**src/hdl/u16550_ram.sv**
```systemverilog
module u16550_ram #(
  parameter int WIDTH = 8,
  parameter int DEPTH = 16
) (
  input  logic                                    clk,
  input  logic                                    we,
  input  logic [((DEPTH > 1) ? $clog2(DEPTH) : 1)-1:0] waddr,
  input  logic [WIDTH-1:0]                        wdata,
  input  logic                                    re,
  input  logic [((DEPTH > 1) ? $clog2(DEPTH) : 1)-1:0] raddr,
  output logic [WIDTH-1:0]                        rdata
);

  logic [WIDTH-1:0] mem_r [DEPTH];
  logic [WIDTH-1:0] rdata_r;

  always_ff @(posedge clk) begin
    if (we) begin
      mem_r[waddr] <= wdata;
    end
    if (re) begin
      rdata_r <= mem_r[raddr];
    end
  end

  assign rdata = rdata_r;

endmodule

```
**config.mk**
```make
export PLATFORM = sky130hd
export DESIGN_NAME = u16550_ram
export DESIGN_NICKNAME = d
export VERILOG_FILES = /design/src/hdl/u16550_ram.sv
export SDC_FILE = /design/constraint.sdc
export NUM_CORES = 1
export LEC_CHECK = 0
export BUFFER_PORTS_ARGS = -buffer_cell sky130_fd_sc_hd__clkbuf_2
export CORE_MARGIN = 2
export CORE_UTILIZATION = 50
export DETAILED_ROUTE_END_ITERATION = 10
export GPL_ROUTABILITY_DRIVEN = 0
export GPL_TIMING_DRIVEN = 0
export PLACE_DENSITY_LB_ADDON = 0.25
export SETUP_SLACK_MARGIN = 0.3
export SLEW_MARGIN = 20
export SYNTH_ARGS = -nofsm -noshare
export SYNTH_HDL_FRONTEND = slang
export SYNTH_SLANG_ARGS = --single-unit
```
**constraint.sdc**
```tcl
create_clock -name clk -period 3.5 [get_ports clk]
set_input_delay 0.35 -clock clk [delete_from_list [all_inputs] [get_ports clk]]
set_output_delay 0.35 -clock clk [all_outputs]
set_load 0.005 [all_outputs]
```
==> results of run 1 <==
==> power breakdown <==
| group | internal [uW] | switching, uW | leakage (uW) |
|---|---|---|---|
| logic | 70.4 | 98.9 | 0.000527 |
| clock network | 1060 | 603 | 0.000272 |
| registers | 1840 | 7.53 | 0.00124 |
| total | 2970 | 710 | 0.00203 |
==> final cells by class <==
type / count / share of cell area
clock inverter: 13 / 0.0224
clock buffer: 18 / 0.0685
sequential: 136 / 0.670
timing repair buffer: 25 / 0.0205
tap: 136 / 0.0279
buffer: 10 / 0.0142
multi-input combinational: 83 / 0.177
==> worst paths after layout <==
check	startpoint	to	slack (ns)	cells after the start
max	mem_r[5][2]	rdata[2]	1.97	3
min	re	rdata[6]	0.19	1
max reg2reg	mem_r[5][2]	rdata[2]	1.97	3
min reg2reg	mem_r[8][4]	rdata[4]	0.76	3
==> registers in the layout (all words and copies together) (netlist names) <==
signal,cells
rdata,8
mem_r,128
==> kinds of logic (layout without fill, tap and decap cells) <==
group,count (synthesis),after routing
mux,32,32
simple gates,35,35
compound gates,16,16
buf+inv,10,66
flops,136,136
==> layer usage <==
layer,global-route usage,share of wire,up-vias
met3,0.0454,0.058,14
met5,0,0,-
li1,-,-,1066
met1,0.254,0.44,1192
met2,0.284,0.49,79
met4,0.0818,0.017,0
==> placed cells by master, fill, tap and decap left out, types with 2 or more instances in the layout <==
| master | n |
|---|---|
| mux4_1 | 14 |
| buf_6 | 3 |
| nand2_1 | 9 |
| clkinv_2 | 4 |
| nor3_2 | 4 |
| nand2b_1 | 2 |
| clkbuf_2 | 25 |
| edfxtp_1 | 136 |
| clkbuf_16 | 16 |
| a22oi_1 | 16 |
| nor2_1 | 13 |
| buf_2 | 3 |
| clkinv_1 | 5 |
| nand3b_1 | 2 |
| mux4_2 | 18 |
| clkdlybuf4s25_2 | 3 |
| bufinv_16 | 3 |
==> stage by stage <==
step	worst slack (ns)	cell area, um2	power, uW	hold WS (ns)	utilization
3_3_place_gp	1.11	5520	2040	0.704	0.540
5_1_grt	1.92	6100	3780	0.189	0.596
4_1_cts	1.95	6100	3700	0.174	0.596
2_1_floorplan	1.66	5230	1970	0.449	-
6_report	1.97	6100	3680	0.191	0.596
3_5_place_dp	1.48	5540	2050	0.717	0.542
==> report_table.html, run 1 <==
<table>
<tr><th>Metric</th><th>Value</th></tr>
<tr><th colspan="2">Timing</th></tr>
<tr><td>Slew at the pin with the worst max-slew slack</td><td>between 0.8 and 0.9 ns</td></tr>
<tr><td>Final setup vio count</td><td>0</td></tr>
<tr><td>Final critical path time including I/O delays and setup</td><td>1.53 ns</td></tr>
<tr><td>Achievable Freq</td><td>655 MHz</td></tr>
<tr><td>Sum Neg Setup Slack</td><td>0 ns</td></tr>
<tr><td>RSZ-0062 raised after global routing</td><td>false</td></tr>
<tr><td>Max_slew headroom</td><td>0.462</td></tr>
<tr><td>Clock tree skew after final layout</td><td>a little under 0.008 ns</td></tr>
<tr><td>Final Hold Fails</td><td>0</td></tr>
<tr><td>Final period utilization</td><td>0.436</td></tr>
<tr><td>Max Slew Vio Count</td><td>0</td></tr>
<tr><th colspan="2">Layout</th></tr>
<tr><td>Share of cells above drive strength 1</td><td>0.291</td></tr>
<tr><td>Antenna diode count</td><td>0</td></tr>
<tr><td>Combined area of the multi-input logic cells</td><td>1080 um2</td></tr>
<tr><td>Register cell area after layout</td><td>4080 um2</td></tr>
<tr><td>Total Nets Final</td><td>between 200 and 300</td></tr>
<tr><td>Final Instance Count excl. Fillers</td><td>between 400 and 500</td></tr>
<tr><td>Area added between synthesis and finish</td><td>16.6%</td></tr>
<tr><td>Layout filler cell count</td><td>between 700 and 800</td></tr>
<tr><th colspan="2">Synth</th></tr>
<tr><td>Post-synth cell types</td><td>18</td></tr>
<tr><td>Combinational family with the most area after synthesis</td><td>multiplexers</td></tr>
<tr><td>Leading cell types by count after synthesis</td><td>edfxtp_1, mux4_2, a22oi_1</td></tr>
<tr><td>Post-synthesis async set-or-reset flop share</td><td>0</td></tr>
<tr><td>Simple-gate share of the synthesized area</td><td>0.0314</td></tr>
<tr><td>Number of flops mapped to enable cells by yosys</td><td>136</td></tr>
<tr><td>Top cells by area, synth</td><td>edfxtp_1, mux4_2, mux4_1</td></tr>
<tr><td>Most frequently used flop master after synthesis</td><td>edfxtp_1</td></tr>
<tr><td>Area share of xor/xnor cells in the synthesized design</td><td>0</td></tr>
<tr><td>Flip-flop and latch count after synthesis</td><td>136</td></tr>
<tr><td>Post-Syn Area</td><td>5230 um2</td></tr>
<tr><td>Syn. warnings</td><td>0</td></tr>
<tr><td>Average instance area after synthesis</td><td>22.8 um2</td></tr>
<tr><td>Yosys top cell by area</td><td>edfxtp_1</td></tr>
<tr><td>Fraction of the mapped netlist area in compound gates</td><td>0.0230</td></tr>
<tr><td>Portion of synthesized cell area occupied by the leading cell type</td><td>0.781</td></tr>
<tr><td>Syn_nets</td><td>248</td></tr>
<tr><td>Adder-Cell Fraction of Synth Area</td><td>0</td></tr>
<tr><td>Synthesized instance count</td><td>229</td></tr>
<tr><td>Multiplexer area fraction after synthesis</td><td>0.148</td></tr>
<tr><td>Seq/Total Area, Yosys</td><td>0.781</td></tr>
<tr><td>Most common cell in the synthesized netlist</td><td>edfxtp_1</td></tr>
<tr><th colspan="2">Route</th></tr>
<tr><td>Detailed Route Iter0 Violations</td><td>173</td></tr>
<tr><td>Sum of routed wire length over all layers</td><td>9370 um</td></tr>
<tr><td>Avg WL per Cell</td><td>around 22 um</td></tr>
<tr><td>DRC violation count after routing</td><td>0</td></tr>
<tr><td>Number of routed nets with antenna violations</td><td>0</td></tr>
<tr><td>DR pass1 iterations</td><td>4</td></tr>
<tr><td>Via count of the routed design</td><td>approximately 2400</td></tr>
<tr><td>Vias per Instance</td><td>5.58</td></tr>
<tr><th colspan="2">Critical path</th></tr>
<tr><td>Peak per-stage delay on the critical path</td><td>approximately 0.55 ns</td></tr>
<tr><td>Slowest stage cell on the critical path</td><td>mux4_1</td></tr>
<tr><td>Ordered cell list for the critical path</td><td>mux4_1, a22oi_1, nand2_1</td></tr>
<tr><td>Max FO, Critical Path</td><td>1</td></tr>
<tr><td>Launching element type of the critical path</td><td>register</td></tr>
<tr><td>CP delay by family, top</td><td>multiplexers</td></tr>
<tr><td>Endpoint class of the critical path</td><td>register</td></tr>
<tr><td>Number of buffer and inverter stages on the critical path</td><td>0</td></tr>
<tr><td>Critical path arrival</td><td>1.78 ns</td></tr>
<tr><td>Category of the critical setup timing path</td><td>register to register</td></tr>
<tr><td>Critical Path RT</td><td>3.76 ns</td></tr>
<tr><th colspan="2">Die</th></tr>
<tr><td>Initial Utilization</td><td>0.511</td></tr>
<tr><td>Number of ports placed on the die boundary</td><td>27</td></tr>
<tr><td>Core Rows</td><td>37</td></tr>
<tr><td>Total die area</td><td>11300 um2</td></tr>
<tr><td>Die height</td><td>106 um</td></tr>
<tr><td>Core Region</td><td>10200 um2</td></tr>
<tr><td>Chip width</td><td>106 um</td></tr>
<tr><th colspan="2">CTS</th></tr>
<tr><td>Num CTS Buffers</td><td>17</td></tr>
<tr><td># hold bufs at CTS</td><td>0</td></tr>
<tr><td>Clock tree sinks</td><td>~140</td></tr>
<tr><td>CTS tree</td><td>done</td></tr>
<tr><td>Worst skew pair latency</td><td>around 0.52 ns</td></tr>
<tr><td>Post-cts gate resize count</td><td>0</td></tr>
<tr><td>Cell at the root of the clock tree</td><td>clkbuf_8</td></tr>
<tr><td>Clock transition at the register clock pins on the worst setup and hold paths after CTS</td><td>0.06 ns</td></tr>
<tr><td>Post-CTS repair timing setup buffer count</td><td>0</td></tr>
<tr><td>Level count of the clock H-tree</td><td>4</td></tr>
<tr><td>Buffers from clock root to sink, at most</td><td>2</td></tr>
<tr><th colspan="2">Min path</th></tr>
<tr><td>Worst min-delay path category</td><td>input pin to register</td></tr>
<tr><th colspan="2">Global routing</th></tr>
<tr><td>GRT Residual Overflow</td><td>0</td></tr>
<tr><td>Number of antenna violations at the first check in global routing</td><td>0</td></tr>
<tr><td>Total GRT Usage</td><td>0.185</td></tr>
<tr><td>Maximum number of pins on one net before global-route repair</td><td>17</td></tr>
<tr><td>Wire length of the first global-routing pass</td><td>14200 um</td></tr>
<tr><td>Via count of the first global-routing pass</td><td>~2400</td></tr>
<tr><th colspan="2">Place</th></tr>
<tr><td>I/O Buffers</td><td>25</td></tr>
<tr><td>DP Wirelength</td><td>5920 um</td></tr>
<tr><td>Cells after DPL</td><td>390</td></tr>
<tr><th colspan="2">Job</th></tr>
<tr><td>Max-capacitance violation count</td><td>0</td></tr>
<tr><th colspan="2">Pwr</th></tr>
<tr><td>Cell leakage power</td><td>0.00203 uW</td></tr>
<tr><td>Max VDD drop</td><td>0.267 mV</td></tr>
<tr><td>Power per cell area</td><td>603 nW/um2</td></tr>
<tr><th colspan="2">Run status</th></tr>
<tr><td>Run status</td><td>finished clean</td></tr>
</table>
No activity file was read; power rests on OpenSTA's default activity.
==> inputs of run 2 (changes only) <==
- ABC_AREA: unset -> 1
- clock period: 3.5 -> 1.5 ns (I/O delays scaled with it)
==> report_table.html, run 2 <==
<table>
<tr><th>Metric</th><th>Value</th></tr>
<tr><th colspan="2">Synth</th></tr>
<tr><td>Synthesized instance count</td><td>551 (+140%)</td></tr>
<tr><td>Top cells by area, synth</td><td>edfxtp_1, nand2_1, nand3_1</td></tr>
<tr><td>Post-Syn Area</td><td>5850 um2 (+12%)</td></tr>
<tr><td>Seq/Total Area, Yosys</td><td>0.698 (-0.0828)</td></tr>
<tr><td>Post-synth cell types</td><td>11 (-7)</td></tr>
<tr><td>Post-synthesis async set-or-reset flop share</td><td>0 (unchanged)</td></tr>
<tr><td>Most common cell in the synthesized netlist</td><td>nand2_1</td></tr>
<tr><td>Number of flops mapped to enable cells by yosys</td><td>136 (unchanged)</td></tr>
<tr><td>Yosys top cell by area</td><td>edfxtp_1</td></tr>
<tr><td>Average instance area after synthesis</td><td>10.6 um2 (-54%)</td></tr>
<tr><td>Syn. warnings</td><td>0 (unchanged)</td></tr>
<tr><td>Portion of synthesized cell area occupied by the leading cell type</td><td>0.698 (-0.0828)</td></tr>
<tr><td>Most frequently used flop master after synthesis</td><td>edfxtp_1</td></tr>
<tr><td>Flip-flop and latch count after synthesis</td><td>136 (unchanged)</td></tr>
<tr><td>Leading cell types by count after synthesis</td><td>nand2_1, edfxtp_1, inv_1</td></tr>
<tr><td>Syn_nets</td><td>570 (+130%)</td></tr>
<tr><th colspan="2">CTS</th></tr>
<tr><td>Num CTS Buffers</td><td>17 (unchanged)</td></tr>
<tr><td>Cell at the root of the clock tree</td><td>clkbuf_16</td></tr>
<tr><td>CTS tree</td><td>done</td></tr>
<tr><td>Worst skew pair latency</td><td>0.42 ns (-0.10 ns)</td></tr>
<tr><td># hold bufs at CTS</td><td>0 (unchanged)</td></tr>
<tr><td>Clock tree sinks</td><td>136 (unchanged)</td></tr>
<tr><td>Buffers from clock root to sink, at most</td><td>2 (unchanged)</td></tr>
<tr><td>Clock transition at the register clock pins on the worst setup and hold paths after CTS</td><td>0.06 ns (about the same)</td></tr>
<tr><td>Level count of the clock H-tree</td><td>4 (unchanged)</td></tr>
<tr><th colspan="2">Place</th></tr>
<tr><td>I/O Buffers</td><td>23 (-8.0%)</td></tr>
<tr><td>Placed inst area</td><td>6140 um2 (+11%)</td></tr>
<tr><td>DP Wirelength</td><td>8740 um (+48%)</td></tr>
<tr><th colspan="2">Route</th></tr>
<tr><td>Vias per Instance</td><td>5.15 (-7.7%)</td></tr>
<tr><td>DRC violation count after routing</td><td>0 (unchanged)</td></tr>
<tr><td>Number of routed nets with antenna violations</td><td>0 (unchanged)</td></tr>
<tr><td>Via count of the routed design</td><td>3859 (+64%)</td></tr>
<tr><td>Detailed Route Iter0 Violations</td><td>414 (+140%)</td></tr>
<tr><td>DR pass1 iterations</td><td>5 (+1)</td></tr>
<tr><td>Avg WL per Cell</td><td>18.2 um (-18%)</td></tr>
<tr><td>Sum of routed wire length over all layers</td><td>13600 um (+45%)</td></tr>
<tr><th colspan="2">Critical path</th></tr>
<tr><td>Endpoint class of the critical path</td><td>register</td></tr>
<tr><td>Max FO, Critical Path</td><td>1 (unchanged)</td></tr>
<tr><td>Critical Path RT</td><td>1.67 ns (-2.09 ns)</td></tr>
<tr><td>Category of the critical setup timing path</td><td>register to register</td></tr>
<tr><td>Launching element type of the critical path</td><td>register</td></tr>
<tr><td>Critical path arrival</td><td>1.31 ns (-0.47 ns)</td></tr>
<tr><th colspan="2">Layout</th></tr>
<tr><td>Max FFs per register</td><td>128 (unchanged)</td></tr>
<tr><td>Leading cell types in the layout, fill and taps excluded</td><td>nand2_1, edfxtp_1, inv_1</td></tr>
<tr><td>Fraction of the core area covered by cells at the end of the flow</td><td>0.588 (-0.00773)</td></tr>
<tr><td>Register with the highest flop count</td><td>mem_r</td></tr>
<tr><td>Total Nets Final</td><td>612 (+110%)</td></tr>
<tr><td>Area added between synthesis and finish</td><td>14.9%</td></tr>
<tr><td>Most common cell after layout, fill and taps aside</td><td>nand2_1</td></tr>
<tr><td>Non-Filler Cell Area, Final</td><td>6720 um2 (+10%)</td></tr>
<tr><td>Antenna diode count</td><td>0 (unchanged)</td></tr>
<tr><td>Share of cells above drive strength 1</td><td>0.150 (-0.141)</td></tr>
<tr><th colspan="2">Global routing</th></tr>
<tr><td>Total GRT Usage</td><td>0.228 (+0.0431)</td></tr>
<tr><td>Via count of the first global-routing pass</td><td>3539 (+46%)</td></tr>
<tr><td>Wire length of the first global-routing pass</td><td>20700 um (+45%)</td></tr>
<tr><td>Number of antenna violations at the first check in global routing</td><td>0 (unchanged)</td></tr>
<tr><td>Maximum number of pins on one net before global-route repair</td><td>17 (unchanged)</td></tr>
<tr><td>GRT Residual Overflow</td><td>0 (unchanged)</td></tr>
<tr><th colspan="2">Pwr</th></tr>
<tr><td>Max VDD drop</td><td>0.794 mV (+200%)</td></tr>
<tr><td>Power per cell area</td><td>1280 nW/um2 (+110%)</td></tr>
<tr><td>Cell leakage power</td><td>0.00290 uW (+42%)</td></tr>
<tr><th colspan="2">Min path</th></tr>
<tr><td>Worst min-delay path category</td><td>input pin to register</td></tr>
<tr><th colspan="2">Timing</th></tr>
<tr><td>Sum Neg Setup Slack</td><td>0 ns (unchanged)</td></tr>
<tr><td>Final Hold Fails</td><td>0 (unchanged)</td></tr>
<tr><td>Clock tree skew after final layout</td><td>0.0106 ns (+0.00276 ns)</td></tr>
<tr><td>Final setup vio count</td><td>0 (unchanged)</td></tr>
<tr><td>Max_slew headroom</td><td>0.423 (-0.0387)</td></tr>
<tr><td>Max Slew Vio Count</td><td>0 (unchanged)</td></tr>
<tr><td>RSZ-0062 raised after global routing</td><td>true</td></tr>
<tr><td>Final critical path time including I/O delays and setup</td><td>1.15 ns (-0.379 ns)</td></tr>
<tr><td>Final period utilization</td><td>0.765 (+0.329)</td></tr>
<tr><td>Achievable Freq</td><td>871 MHz (+33%)</td></tr>
<tr><td>Slew at the pin with the worst max-slew slack</td><td>0.862 ns (+0.0578 ns)</td></tr>
<tr><th colspan="2">Die</th></tr>
<tr><td>Initial Utilization</td><td>0.512 (+0.00111)</td></tr>
<tr><td>Number of ports placed on the die boundary</td><td>27 (unchanged)</td></tr>
<tr><td>Chip width</td><td>112 um (+5.5%)</td></tr>
<tr><td>Total die area</td><td>12600 um2 (+11%)</td></tr>
<tr><td>Die height</td><td>112 um (+5.5%)</td></tr>
<tr><td>Core Rows</td><td>39 (+5.4%)</td></tr>
<tr><td>Core Region</td><td>11400 um2 (+12%)</td></tr>
<tr><th colspan="2">Job</th></tr>
<tr><td>Max-capacitance violation count</td><td>0 (unchanged)</td></tr>
<tr><th colspan="2">Run status</th></tr>
<tr><td>Run status</td><td>finished clean</td></tr>
</table>
==> run 2: cells by family (layout without fill, tap and decap cells) <==
family        count (synthesis)  in the layout  synth area share
simple gates                289            289             0.208
flops                       136            136             0.698
buf+inv                     126            181            0.0939
==> run 2: where the power goes <==
part	internal (uW)	switching, uW
combinational	162	394
sequential	4280	19.9
clock	2100	1610
==> run 2: layer usage <==
metal,wire [um],part of all wire,track usage
met5,0,0,0
met3,1230,0.090,0.0508
met1,5800,0.43,0.333
met4,199,0.015,0.0740
met2,6390,0.47,0.344
==> run 2: path summary, 6_finish.rpt <==
kind                              startpoint       end  slack, ns  depth (start not counted)
worst max register to register   mem_r[6][5]  rdata[5]       0.35                          6
worst min-delay path                      re  rdata[4]       0.08                          1
worst max-delay path             mem_r[6][5]  rdata[5]       0.35                          6
worst min register to register  mem_r[12][5]  rdata[5]       0.77                          6
==> run 2: repair_timing <==
item                                    in CTS  in global routing
endpoints found under the setup margin      16                 27
gates resized for setup                      2                  9
setup buffers                                0                  0
==> run 2: stage by stage <==
stage / power [uW] / instances / setup slack [ns] / hold WS, ns
floorplan: 4680 / 551 / 0.399 / 0.249
global placement: 4910 / 717 / -0.0958 / 0.493
detailed placement: 4920 / 717 / -0.153 / 0.517
CTS: 8570 / 749 / 0.287 / 0.0835
global route: 8810 / 749 / 0.294 / 0.102
finish: 8570 / 749 / 0.352 / 0.0766
==> run 2: final cells by class <==
| class | instances | area, um2 |
|---|---|---|
| fill | 969 | 4700 |
| sequential | 136 | 4080 |
| multi-input combinational | 289 | 1260 |
| clock buffer | 17 | 425 |
| inverter | 102 | 383 |
| tap | 143 | 179 |
| buffer | 24 | 166 |
| timing repair buffer | 23 | 115 |
| clock inverter | 15 | 108 |
==> run 2: worst max-delay path, stage by stage, from the launching register on <==
cell and delay (ns):
edfxtp_1 0.37, inv_1 0.06, nand2_1 0.05, nand3_1 0.11
nand3_1 0.13, nand3_1 0.10, nand2_1 0.08
